## src/hw/rtl/aph_pkg.sv

```systemverilog
`default_nettype none
package aph_pkg;

  localparam int TIME_WIDTH_DEF = 32;
  localparam int WEIGHT_W       = 17;
  localparam int DT_W           = 32;
  localparam int SPEED_W        = 16;
  localparam int CFG_AW         = 5;

  typedef enum logic [1:0] {
    KIND_TICK = 2'd0,
    KIND_PLAY = 2'd1,
    KIND_STOP = 2'd2,
    KIND_SET  = 2'd3
  } aph_kind_t;

  typedef enum logic [1:0] {
    LM_CYCLE    = 2'd0,
    LM_PINGPONG = 2'd1,
    LM_CLAMP    = 2'd2
  } aph_loop_t;

  typedef enum logic [2:0] {
    REG_START_TIME    = 3'd0,
    REG_END_TIME      = 3'd1,
    REG_SPEED         = 3'd2,
    REG_LOOP_MODE     = 3'd3,
    REG_START_WEIGHT  = 3'd4,
    REG_TARGET_WEIGHT = 3'd5,
    REG_BLEND_DELAY   = 3'd6
  } aph_reg_t;

  typedef enum logic [8:0] {
    ST_IDLE   = 9'b000000001,
    ST_MSTEP  = 9'b000000010,
    ST_SUM    = 9'b000000100,
    ST_PLACE  = 9'b000001000,
    ST_MBLEND = 9'b000010000,
    ST_DINIT  = 9'b000100000,
    ST_DIV    = 9'b001000000,
    ST_WCHK   = 9'b010000000,
    ST_OUT    = 9'b100000000
  } aph_state_t;

endpackage
`default_nettype wire

```

## src/hw/rtl/animation_playhead_controller.sv

```systemverilog
`default_nettype none
// Animation playhead controller.
// Input channel (in_*): one beat per command. in_tuser carries the kind (tick, play,
// stop, set position); in_tdata carries tick_delta, play_forward and new_time.
// Output channel (out_*): exactly one beat per input beat, holding position, blend
// weight and the playing / reverse flags as they stand after the command.
// Configuration: APB-style port, registers at byte addresses 4*i, written with
// psel, penable and pwrite high; pready is tied high. Write only while idle.
// Sequence: a tick while playing passes MSTEP, SUM, PLACE and MBLEND, then DINIT,
// DIV (the 17-step restoring divider) and WCHK when a blend division is needed,
// or goes to OUT when the blend has run out. Set position passes PLACE, play,
// stop and a tick while stopped go to OUT directly. One command is in flight at a
// time; in_tready is low from acceptance until the result beat has been taken.
// A single 17x32 multiplier is shared: first for speed*delta, then for the weight
// difference times delta, feeding the divider.
// Reset (synchronous, rst_n low): registers to their defaults, position 0, weight
// 1.0, stopped, forward. If the receiver stalls the result beat is held and no new
// command is accepted.
module animation_playhead_controller #(
  parameter int TIME_WIDTH = aph_pkg::TIME_WIDTH_DEF
) (
  input  wire logic                       clk,
  input  wire logic                       rst_n,
  // in_tdata: [31:0] tick_delta, [32] play_forward, [64:33] new_time, [71:65] zero
  input  wire logic                       in_tvalid,
  output logic                            in_tready,
  input  wire logic [71:0]                in_tdata,
  // in_tuser: [1:0] kind
  input  wire logic [1:0]                 in_tuser,
  output logic                            out_tvalid,
  input  wire logic                       out_tready,
  // out_tdata: [31:0] position, [48:32] weight, [49] is_playing, [50] is_reverse,
  // [55:51] zero
  output logic [55:0]                     out_tdata,
  input  wire logic                       cfg_psel,
  input  wire logic                       cfg_penable,
  input  wire logic                       cfg_pwrite,
  input  wire logic [aph_pkg::CFG_AW-1:0] cfg_paddr,
  input  wire logic [31:0]                cfg_pwdata,
  output logic [31:0]                     cfg_prdata,
  output logic                            cfg_pready
);
  import aph_pkg::*;

  localparam int PT_W    = (TIME_WIDTH > 32) ? TIME_WIDTH : 32;
  localparam int PROD_W  = WEIGHT_W + DT_W;
  localparam int STEP_W  = PROD_W + 1 - 8;
  localparam int SW      = ((PT_W > STEP_W) ? PT_W : STEP_W) + 1;
  localparam int CNT_W   = $clog2(WEIGHT_W + 1);
  localparam logic [CNT_W-1:0] DIV_STEPS = CNT_W'(WEIGHT_W);
  localparam logic signed [SW-1:0] TMAX_S =
    {{(SW-TIME_WIDTH+1){1'b0}}, {(TIME_WIDTH-1){1'b1}}};
  localparam logic signed [SW-1:0] TMIN_S = ~TMAX_S;
  localparam logic [WEIGHT_W-1:0] ONE_W = WEIGHT_W'(65536);

  // configuration
  logic signed [31:0]        start_time_r, end_time_r;
  logic signed [SPEED_W-1:0] speed_r;
  logic [1:0]                loop_mode_r;
  logic [WEIGHT_W-1:0]       start_weight_r, target_weight_r;
  logic [DT_W-1:0]           blend_delay_r;

  // playhead state
  logic signed [PT_W-1:0]    play_time_r;
  logic [WEIGHT_W-1:0]       weight_r;
  logic [DT_W-1:0]           blend_rem_r;
  logic                      backward_r, playing_r;

  // sequencer and working registers
  aph_state_t                state_r, state_nxt;
  aph_kind_t                 kind_r, in_kind;
  logic [DT_W-1:0]           dt_r;
  logic [PROD_W-1:0]         prod_r;
  logic signed [PT_W-1:0]    cand_r;
  logic [DT_W-1:0]           drem_r;
  logic [WEIGHT_W-1:0]       dq_r;
  logic                      dneg_r;
  logic [CNT_W-1:0]          cnt_r;

  logic                      in_acc, cfg_wr;
  logic [SPEED_W-1:0]        speed_mag;
  logic signed [WEIGHT_W:0]  wdiff;
  logic [WEIGHT_W-1:0]       wdiff_mag, mul_a, wnew;
  logic [PROD_W-1:0]         mul_p;
  logic signed [PROD_W:0]    p_signed;
  logic signed [STEP_W-1:0]  step;
  logic signed [SW-1:0]      sum, sum_sat, nt_ext, nt_sat;
  logic signed [PT_W-1:0]    st_ext, en_ext;
  logic                      below, above, step_pos, step_neg;
  logic [DT_W:0]             dshift, dtrial;
  logic                      dfit;

  assign in_kind    = aph_kind_t'(in_tuser);
  assign in_tready  = (state_r == ST_IDLE);
  assign in_acc     = in_tvalid && in_tready;
  assign out_tvalid = (state_r == ST_OUT);
  assign out_tdata  = {5'b0, backward_r, playing_r, weight_r, play_time_r[31:0]};
  assign cfg_pready = 1'b1;
  assign cfg_wr     = cfg_psel && cfg_penable && cfg_pwrite && cfg_pready;

  always_comb begin
    case (aph_reg_t'(cfg_paddr[4:2]))
      REG_START_TIME:    cfg_prdata = start_time_r;
      REG_END_TIME:      cfg_prdata = end_time_r;
      REG_SPEED:         cfg_prdata = {16'b0, speed_r};
      REG_LOOP_MODE:     cfg_prdata = {30'b0, loop_mode_r};
      REG_START_WEIGHT:  cfg_prdata = {15'b0, start_weight_r};
      REG_TARGET_WEIGHT: cfg_prdata = {15'b0, target_weight_r};
      REG_BLEND_DELAY:   cfg_prdata = blend_delay_r;
      default:           cfg_prdata = 32'b0;
    endcase
  end

  // shared multiplier: |speed| * dt, then |target - weight| * dt
  assign speed_mag = speed_r[SPEED_W-1] ? SPEED_W'(-speed_r) : speed_r;
  assign wdiff     = signed'({1'b0, target_weight_r}) - signed'({1'b0, weight_r});
  assign wdiff_mag = wdiff[WEIGHT_W] ? WEIGHT_W'(-wdiff) : wdiff[WEIGHT_W-1:0];
  assign mul_a     = (state_r == ST_MSTEP) ? {1'b0, speed_mag} : wdiff_mag;
  assign mul_p     = {{DT_W{1'b0}}, mul_a} * {{WEIGHT_W{1'b0}}, dt_r};

  // signed step, floored to Q16.16
  assign p_signed = (speed_r[SPEED_W-1] ^ backward_r) ? -signed'({1'b0, prod_r})
                                                      :  signed'({1'b0, prod_r});
  assign step     = p_signed[PROD_W:8];
  assign step_neg = step[STEP_W-1];
  assign step_pos = !step[STEP_W-1] && (step != '0);
  assign sum      = SW'(play_time_r) + SW'(step);
  always_comb begin
    sum_sat = sum;
    if (step_pos && (sum > TMAX_S)) sum_sat = TMAX_S;
    else if (step_neg && (sum < TMIN_S)) sum_sat = TMIN_S;
  end

  assign nt_ext = SW'(signed'(in_tdata[64:33]));
  always_comb begin
    nt_sat = nt_ext;
    if (nt_ext > TMAX_S) nt_sat = TMAX_S;
    else if (nt_ext < TMIN_S) nt_sat = TMIN_S;
  end

  // range test
  assign st_ext = PT_W'(start_time_r);
  assign en_ext = PT_W'(end_time_r);
  assign below  = cand_r < st_ext;
  assign above  = cand_r > en_ext;

  // restoring divider step, one quotient bit a cycle
  assign dshift = {drem_r, dq_r[WEIGHT_W-1]};
  assign dtrial = dshift - {1'b0, blend_rem_r};
  assign dfit   = !dtrial[DT_W];
  assign wnew   = dneg_r ? (weight_r - dq_r) : (weight_r + dq_r);

  always_comb begin
    state_nxt = state_r;
    unique case (state_r)
      ST_IDLE: begin
        if (in_acc) begin
          if (in_kind == KIND_SET) state_nxt = ST_PLACE;
          else if (in_kind == KIND_TICK && playing_r) state_nxt = ST_MSTEP;
          else state_nxt = ST_OUT;
        end
      end
      ST_MSTEP:  state_nxt = ST_SUM;
      ST_SUM:    state_nxt = ST_PLACE;
      ST_PLACE:  state_nxt = (kind_r == KIND_TICK) ? ST_MBLEND : ST_OUT;
      ST_MBLEND: state_nxt = (blend_rem_r <= dt_r) ? ST_OUT : ST_DINIT;
      ST_DINIT:  state_nxt = ST_DIV;
      ST_DIV:    state_nxt = (cnt_r == CNT_W'(1)) ? ST_WCHK : ST_DIV;
      ST_WCHK:   state_nxt = ST_OUT;
      ST_OUT:    state_nxt = out_tready ? ST_IDLE : ST_OUT;
      default:   state_nxt = ST_IDLE;
    endcase
  end

  // control and playhead state
  always_ff @(posedge clk) begin
    if (!rst_n) begin
      state_r         <= ST_IDLE;
      start_time_r    <= '0;
      end_time_r      <= 32'sd65536;
      speed_r         <= 16'sd256;
      loop_mode_r     <= LM_CYCLE;
      start_weight_r  <= ONE_W;
      target_weight_r <= ONE_W;
      blend_delay_r   <= '0;
      play_time_r     <= '0;
      weight_r        <= ONE_W;
      blend_rem_r     <= '0;
      backward_r      <= 1'b0;
      playing_r       <= 1'b0;
    end else begin
      state_r <= state_nxt;
      if (cfg_wr) begin
        case (aph_reg_t'(cfg_paddr[4:2]))
          REG_START_TIME:    start_time_r    <= cfg_pwdata;
          REG_END_TIME:      end_time_r      <= cfg_pwdata;
          REG_SPEED:         speed_r         <= cfg_pwdata[15:0];
          REG_LOOP_MODE:     loop_mode_r     <= cfg_pwdata[1:0];
          REG_START_WEIGHT:  start_weight_r  <= cfg_pwdata[16:0];
          REG_TARGET_WEIGHT: target_weight_r <= cfg_pwdata[16:0];
          REG_BLEND_DELAY:   blend_delay_r   <= cfg_pwdata;
          default: ;
        endcase
      end
      unique case (state_r)
        ST_IDLE: begin
          if (in_acc) begin
            unique case (in_kind)
              KIND_PLAY: begin
                backward_r  <= !in_tdata[32];
                playing_r   <= 1'b1;
                weight_r    <= start_weight_r;
                blend_rem_r <= blend_delay_r;
              end
              KIND_STOP: playing_r <= 1'b0;
              KIND_TICK, KIND_SET: ;
            endcase
          end
        end
        ST_PLACE: begin
          if (below || above) begin
            case (aph_loop_t'(loop_mode_r))
              LM_CYCLE: play_time_r <= st_ext;
              LM_PINGPONG: begin
                backward_r  <= !backward_r;
                play_time_r <= below ? st_ext : en_ext;
              end
              LM_CLAMP: begin
                if (below) begin
                  play_time_r <= st_ext;
                end else begin
                  play_time_r <= en_ext;
                  playing_r   <= 1'b0;
                end
              end
              default: play_time_r <= cand_r;   // unused mode: no range rule
            endcase
          end else begin
            play_time_r <= cand_r;
          end
        end
        ST_MBLEND: begin
          if (blend_rem_r <= dt_r) begin
            weight_r    <= target_weight_r;
            blend_rem_r <= '0;
            if (target_weight_r == '0) playing_r <= 1'b0;
          end
        end
        ST_WCHK: begin
          weight_r    <= wnew;
          blend_rem_r <= blend_rem_r - dt_r;
          if ((wnew == '0) && (target_weight_r == '0)) playing_r <= 1'b0;
        end
        ST_MSTEP, ST_SUM, ST_DINIT, ST_DIV, ST_OUT: ;
      endcase
    end
  end

  // working registers, no reset needed
  always_ff @(posedge clk) begin
    unique case (state_r)
      ST_IDLE: begin
        if (in_acc) begin
          kind_r <= in_kind;
          dt_r   <= in_tdata[31:0];
          cand_r <= PT_W'(nt_sat);
        end
      end
      ST_MSTEP: prod_r <= mul_p;
      ST_SUM:   cand_r <= PT_W'(sum_sat);
      ST_MBLEND: begin
        prod_r <= mul_p;
        dneg_r <= wdiff[WEIGHT_W];
      end
      ST_DINIT: begin
        // quotient is below 2^17 as dt < remaining, so the top bits start as remainder
        drem_r <= prod_r[PROD_W-1:WEIGHT_W];
        dq_r   <= prod_r[WEIGHT_W-1:0];
        cnt_r  <= DIV_STEPS;
      end
      ST_DIV: begin
        drem_r <= dfit ? dtrial[DT_W-1:0] : dshift[DT_W-1:0];
        dq_r   <= {dq_r[WEIGHT_W-2:0], dfit};
        cnt_r  <= cnt_r - CNT_W'(1);
      end
      ST_PLACE, ST_WCHK, ST_OUT: ;
    endcase
  end

endmodule
`default_nettype wire

```

## config.mk

```make
export PLATFORM = sky130hd
export DESIGN_NAME = animation_playhead_controller
export DESIGN_NICKNAME = d
export VERILOG_FILES = /design/src/hw/rtl/aph_pkg.sv /design/src/hw/rtl/animation_playhead_controller.sv
export SDC_FILE = /design/constraint.sdc
export NUM_CORES = 2
export LEC_CHECK = 0
export BUFFER_PORTS_ARGS = -buffer_cell sky130_fd_sc_hd__buf_2
export CAP_MARGIN = 25
export CORE_ASPECT_RATIO = 1.4
export CORE_MARGIN = 5
export CORE_UTILIZATION = 60
export DETAILED_ROUTE_END_ITERATION = 10
export PLACE_DENSITY = 0.83
export SLEW_MARGIN = 5
export SYNTH_ARGS = -nofsm -noshare
export SYNTH_HDL_FRONTEND = slang
export SYNTH_SLANG_ARGS = --single-unit
```

## constraint.sdc

```tcl
create_clock -name clk -period 11.16 [get_ports clk]
set_input_delay 1.674 -clock clk [delete_from_list [all_inputs] [get_ports clk]]
set_output_delay 1.674 -clock clk [all_outputs]
set_load 0.01 [all_outputs]
```

After elaboration in Yosys (flattened, before gate mapping)
Index checks and enable logic that the tools add are counted.

cells by class
  $lt $le $gt $ge = 7
  bitwise logic cells = 1
  mux-type cells = 49
  add/sub/neg operators = 10
  eq/ne operators = 31
  reduce and logical (&&, ||, !) cells = 39
  $mul = 1

operators with widths
  kind                                                                            number
  32-bit two-way mux                                                              11
  32-bit case mux with 7 select lines                                             1
  32-bit case mux with 2 select lines                                             3
  17-bit two-way mux                                                              6
  32-bit case mux with 3 select lines                                             1
  9-bit case mux with 9 select lines                                              1
  9-bit two-way mux                                                               6
  17-bit case mux with 3 select lines                                             1
  50-bit two-way mux                                                              1
  49-bit negator with 50-bit output                                               1
  17-bit by 32-bit multiplier with 49-bit output                                  1
  32-bit by 42-bit adder with 43-bit output                                       1
  43-bit by 32-bit > comparator with 1-bit output, second input constant          1
  43-bit by 32-bit less-than comparator with 1-bit output, second input constant  1
  42-bit nonzero test                                                             1
  17-bit logical NOT                                                              2
  17-bit case mux with 2 select lines                                             1
  33-bit by 32-bit subtractor with 33-bit output                                  1
  32-bit > comparator                                                             1
  32-bit > comparator, second input constant                                      1
  32-bit <= comparator                                                            1
  32-bit less-than comparator                                                     1
  32-bit less-than comparator, second input constant                              1
  32-bit subtractor                                                               1
  other kinds (44)                                                                91

storage, ports and cells
  output and inout bits = 91
  flip-flop bits (word level) = 410

Longest topological paths before layout
  depth after elaboration = 8
  gate-level depth with buffers = 40
  gate-level depth less buffers = 38

Worst setup path before layout
No wires, ideal clock.

  kind = register to register
  start = register weight_r[2]
  end = register prod_r[44] (data pin)
  arrival time = 9.111 ns
  cell stages (with the launch flop) = 37
  data required time = 10.895 ns
  clock period less this slack = 9.376 ns
  path slack = 1.784 ns
  cells stage by stage = dfxtp_1 -> inv_1 -> ha_1 -> a21o_1 -> a21o_1 -> a211oi_2 -> xnor2_1 -> or4_1 -> a211o_1 -> o211ai_1 -> xnor2_1 -> nor2_1 -> nor2_1 -> clkbuf_1 -> nand2_1 -> fa_1 -> inv_1 -> fa_1 -> inv_1 -> fa_1 -> inv_1 -> fa_1 -> fa_1 -> inv_1 -> fa_1 -> inv_1 -> ha_1 -> a21oi_1 -> o21ai_0 -> a221o_1 -> a2111oi_0 -> o32ai_1 -> o21ai_0 -> a2111oi_0 -> nor2_1 -> o21ai_0 -> xor2_1

on the way
  longest elaborated chain between the ends = 5

ends and longest elaborated chain
  what                                              RTL line                              text
  start: declaration                                animation_playhead_controller.sv:65   logic [WEIGHT_W-1:0] weight_r;
  start signal: assignment                          animation_playhead_controller.sv:212  weight_r <= start_weight_r;
  start signal: assignment                          animation_playhead_controller.sv:244  weight_r <= target_weight_r;
  start signal: assignment                          animation_playhead_controller.sv:250  weight_r <= wnew;
  17-bit by 17-bit subtractor with 18-bit output *  animation_playhead_controller.sv:116  assign wdiff = signed'({1'b0, target_weight_r}) - signed'({1'b0, weight_r});
  17-bit negator                                    animation_playhead_controller.sv:117  assign wdiff_mag = wdiff[WEIGHT_W] ? WEIGHT_W'(-wdiff) : wdiff[WEIGHT_W-1:0];
  17-bit two-way mux *                              animation_playhead_controller.sv:117
  17-bit two-way mux *                              animation_playhead_controller.sv:118  assign mul_a = (state_r == ST_MSTEP) ? {1'b0, speed_mag} : wdiff_mag;
  17-bit by 32-bit multiplier with 49-bit output *  animation_playhead_controller.sv:119  assign mul_p = {{DT_W{1'b0}}, mul_a} * {{WEIGHT_W{1'b0}}, dt_r};
  net mul_p[44]                                     animation_playhead_controller.sv:84   logic [PROD_W-1:0] mul_p;
  end signal: assignment                            animation_playhead_controller.sv:269  ST_MSTEP: prod_r <= mul_p;
  end signal: assignment                            animation_playhead_controller.sv:272  prod_r <= mul_p;
  end: declaration                                  animation_playhead_controller.sv:73   logic [PROD_W-1:0] prod_r;

Mark *: on every way through the listed nets, which the timed path passes. The rest lies on a longest branch.
A chain may end at the register's enable or synchronous reset.

Worst setup path after layout
Same ends and word-level chain as after synthesis.

==> results by stage <==
Critical path:
- Of all nets on the critical path, the largest fanout is 11.
- The worst setup path is captured at a flop.
- The largest individual stage delay along the critical path comes from the cell sky130_fd_sc_hd__a2111oi_1.
- On the worst path, the slowest cell contributes a delay of 0.60 ns.
- The worst setup path is of the reg -> reg kind.
- The startpoint class of the critical path is a flop.
- The critical path arrival is 11.00 ns.
- The data required time at the worst endpoint is 11.50 ns.

Synth:
- The synthesized design spends more area on one cell type than any other, namely sky130_fd_sc_hd__fa_1.
- Summed over its instances, the top area cell type makes up 19.5% of the synthesized netlist area.
- In this run the cell area of the synthesized design comes to 46500 um^2.
- After synthesis, the share of flip-flops with an asynchronous set or reset is 0%.
- After technology mapping, the gate count stands at 5589.
- The distinct cell type count of the synthesized netlist is 96.
- Counting flops and latches in the post-synthesis netlist gives 410.
- Among all flip-flop cells after synthesis, the most frequent one is sky130_fd_sc_hd__dfxtp_1.
- The number of enable flip-flop cells after synthesis is 170.
- The average instance area after synthesis is 8.33 um^2.
- The commonest cells after synthesis are 968 x sky130_fd_sc_hd__nand2_1, 773 x sky130_fd_sc_hd__inv_1, 454 x sky130_fd_sc_hd__fa_1, 335 x sky130_fd_sc_hd__ha_1, 288 x sky130_fd_sc_hd__a21oi_1.
- Sequential elements use 21.3% of the synthesized area.
- During synthesis, Yosys emitted a total of 0 warnings.
- Sorting the synthesized cells by area gives the leading types as sky130_fd_sc_hd__fa_1 20%, sky130_fd_sc_hd__edfxtp_1 11%, sky130_fd_sc_hd__dfxtp_1 10%.
- The library cell with the highest instance count after synthesis is sky130_fd_sc_hd__nand2_1.

Job:
- Across the run, the number of max-cap violations was 0.

Clocking:
- Counting every sink on the clock net gives 410.
- The post-CTS resize count is 0.
- The clock passes through at most 3 buffers.
- The clock edge transition at the registers on the reported setup and hold paths is 0.06 ns.
- The clock reaches the later pin of the worst-skew pair after 0.63 ns.
- The H-tree was split into 2 levels.
- The clock buffer count from CTS is 45.
- The setup fix buffers added after clock tree synthesis is 0.
- TritonCTS built the clock tree.
- The cell chosen for the clock root is sky130_fd_sc_hd__clkbuf_16.
- The total of hold buffers inserted after clock tree synthesis is 0.

Layout:
- The net count of the finished layout is 6518.
- Cells with a size suffix above 1 make up 8.52% of the layout.
- The final core area utilization is 65.2%.
- Relative to the synthesized area, the layout overhead comes to 7.48%.

Placement:
- The quantity of I/O buffers inserted on ports is 193.
- The placed wire-length estimate after detailed placement is 114 mm.
- At the end of routability-driven placement, the weighted congestion stood at 1.02.

Routing:
- The total detailed-routing wirelength is 146 mm.
- The vias per cell is 6.23.
- The average wire per standard cell is 21.9 um.
- The number of iterations in the first detailed-routing pass is 9.
- The violation count after the first detailed-route iteration is 4070.
- The routed via count is 41700.
- Once detail routing completed, the nets flagged for antenna violations numbered 0.
- The final routed DRC violation total is 0.

STA:
- The total negative slack is 0 ns.
- The minimum clock period is 10.66 ns.
- For the pin with the worst max-slew slack, the measured transition is 1.09 ns.
- Setup repair after global routing left no endpoint under its margin.
- The worst slew slack as a fraction of its limit is 27.1%.
- The number of failing hold endpoints at the final stage was 0.
- For the final database, setup skew stands at 0.0396 ns.
- The total count of max-transition violations in the final report is 0.
- Hold is met by 0.480 ns.
- The highest clock rate is 0.0938 GHz.
- The worst path uses 95.6% of the clock period.
- The final-report setup violation count is 0.

Global routing:
- The first global-routing pass estimated 229 mm of wire.
- The via count of the first global-routing pass is 42200.
- Entering global routing, the biggest net connects 99 pins.
- The number of antenna violations at the first check in global routing is 2.
- The global routing usage summed across all routing layers is 34.4%.
- Global routing finished with a remaining overflow of 0.

Floorplan:
- The die footprint is 83300 um^2.
- The starting density of the core is 60.7%.
- The number of top-level design ports is 209.
- The floorplan step defined a core boundary enclosing 76700 um^2.
- The height of the chip is 340 um.
- The horizontal extent of the die is 245 um.
- The number of core rows is 120.

Min path:
- The path class of the lowest-slack min-delay path is reg -> reg.

Outcome:
- The run finished with clean final reports.
## cell families (layout without fill, tap and decap cells)
kind of cell / count (synthesis) / in the layout / share of synthesized area [%]
AND/OR/NAND/NOR: 1778 / 1778 / 17.5
AO/OA/AOI/OAI: 1204 / 1204 / 17.1
buffers and inverters: 1077 / 1132 / 8.86
adder cells (fa/ha/maj): 789 / 789 / 28.5
flip-flops: 410 / 410 / 21.3
XOR/XNOR: 239 / 239 / 4.56
multiplexers: 90 / 90 / 2.11
other: 2 / 8 / 0.0161
## critical path: cells and delay by family, from the launching register on
kind            cells  cell delay [ns]
simple gates        5             1.39
buf+inv             6             0.34
fa+ha+maj           8             3.80
xor+xnor            3             0.53
flops               1             0.40
compound gates     13             3.91
## state kept, by name, summed over array words and instances, names as in the netlist, 9 cells and up
signal,count
cand_r,32
weight_r,17
blend_rem_r,32
en_ext,32
drem_r,32
prod_r,49
speed_r,16
play_time_r,32
state_r,9
blend_delay_r,32
dq_r,17
dt_r,32
start_weight_r,17
target_weight_r,17
st_ext,32
## cells in the final DEF (no fill, tap or decap), drive strengths merged, types with 27 or more instances in the layout
| master | Yosys | final |
|---|---|---|
| nand2 | 968 | 968 |
| inv | 775 | 778 |
| fa | 454 | 454 |
| ha | 335 | 335 |
| a21oi | 289 | 289 |
| buf | 30 | 272 |
| o21ai | 258 | 258 |
| nor2 | 246 | 246 |
| dfxtp | 240 | 240 |
| edfxtp | 170 | 170 |
| xnor2 | 167 | 167 |
| nor3 | 130 | 130 |
| a21o | 117 | 117 |
| and2 | 112 | 112 |
| nand3 | 72 | 72 |
| mux2i | 71 | 71 |
| xor2 | 70 | 70 |
| a21boi | 69 | 69 |
| clkbuf | 271 | 59 |
| a31oi | 44 | 44 |
| nand4 | 41 | 41 |
| a221oi | 40 | 40 |
| o22ai | 39 | 39 |
| a211oi | 38 | 38 |
| o21a | 37 | 37 |
| o32ai | 37 | 37 |
| o211ai | 36 | 36 |
| a22oi | 35 | 35 |
| nand2b | 35 | 35 |
| nor2b | 29 | 29 |
| o211a | 27 | 27 |
## routing by layer
| metal | share of wire, % | wire [um] | track usage [%] | up-vias |
|---|---|---|---|---|
| met5 | 0.0075 | 11 | 0 | - |
| met4 | 7.3 | 10600 | 19.9 | 2 |
| met3 | 9.1 | 13300 | 5.15 | 584 |
| met2 | 48 | 69600 | 58.3 | 2315 |
| met1 | 36 | 52900 | 41.6 | 20000 |
| li1 | - | - | - | 18700 |
## cell type report
| class | count | area (um^2) |
|---|---|---|
| multi-input combinational | 4106 | 32700 |
| antenna | 2 | 5.00 |
| fill | 6269 | 26700 |
| clock inverter | 25 | 298 |
| inverter | 776 | 2910 |
| timing repair buffer | 272 | 1560 |
| tap | 1037 | 1300 |
| clock buffer | 59 | 1350 |
| sequential | 410 | 9910 |
## final timing paths
kind | start | endpoint | slack (ns) | depth (start not counted)
max reg2reg | weight_r[2] | prod_r[44] | 0.50 | 35
max | weight_r[2] | prod_r[44] | 0.50 | 35
min | start_weight_r[13] | start_weight_r[13] | 0.48 | 2
min reg2reg | start_weight_r[13] | start_weight_r[13] | 0.48 | 2
## through the flow
step	instances	instance area, um^2	setup WS, ns
2_1_floorplan	5593	46600	1.78
3_3_place_gp	6599	48300	0.567
3_5_place_dp	6600	48300	0.295
4_1_cts	6684	50000	0.289
5_1_grt	6685	50000	0.0585
6_report	6687	50000	0.496
Power is not shown: default switching activity piles up to over one toggle a cycle in this logic, so the estimate is an artifact.
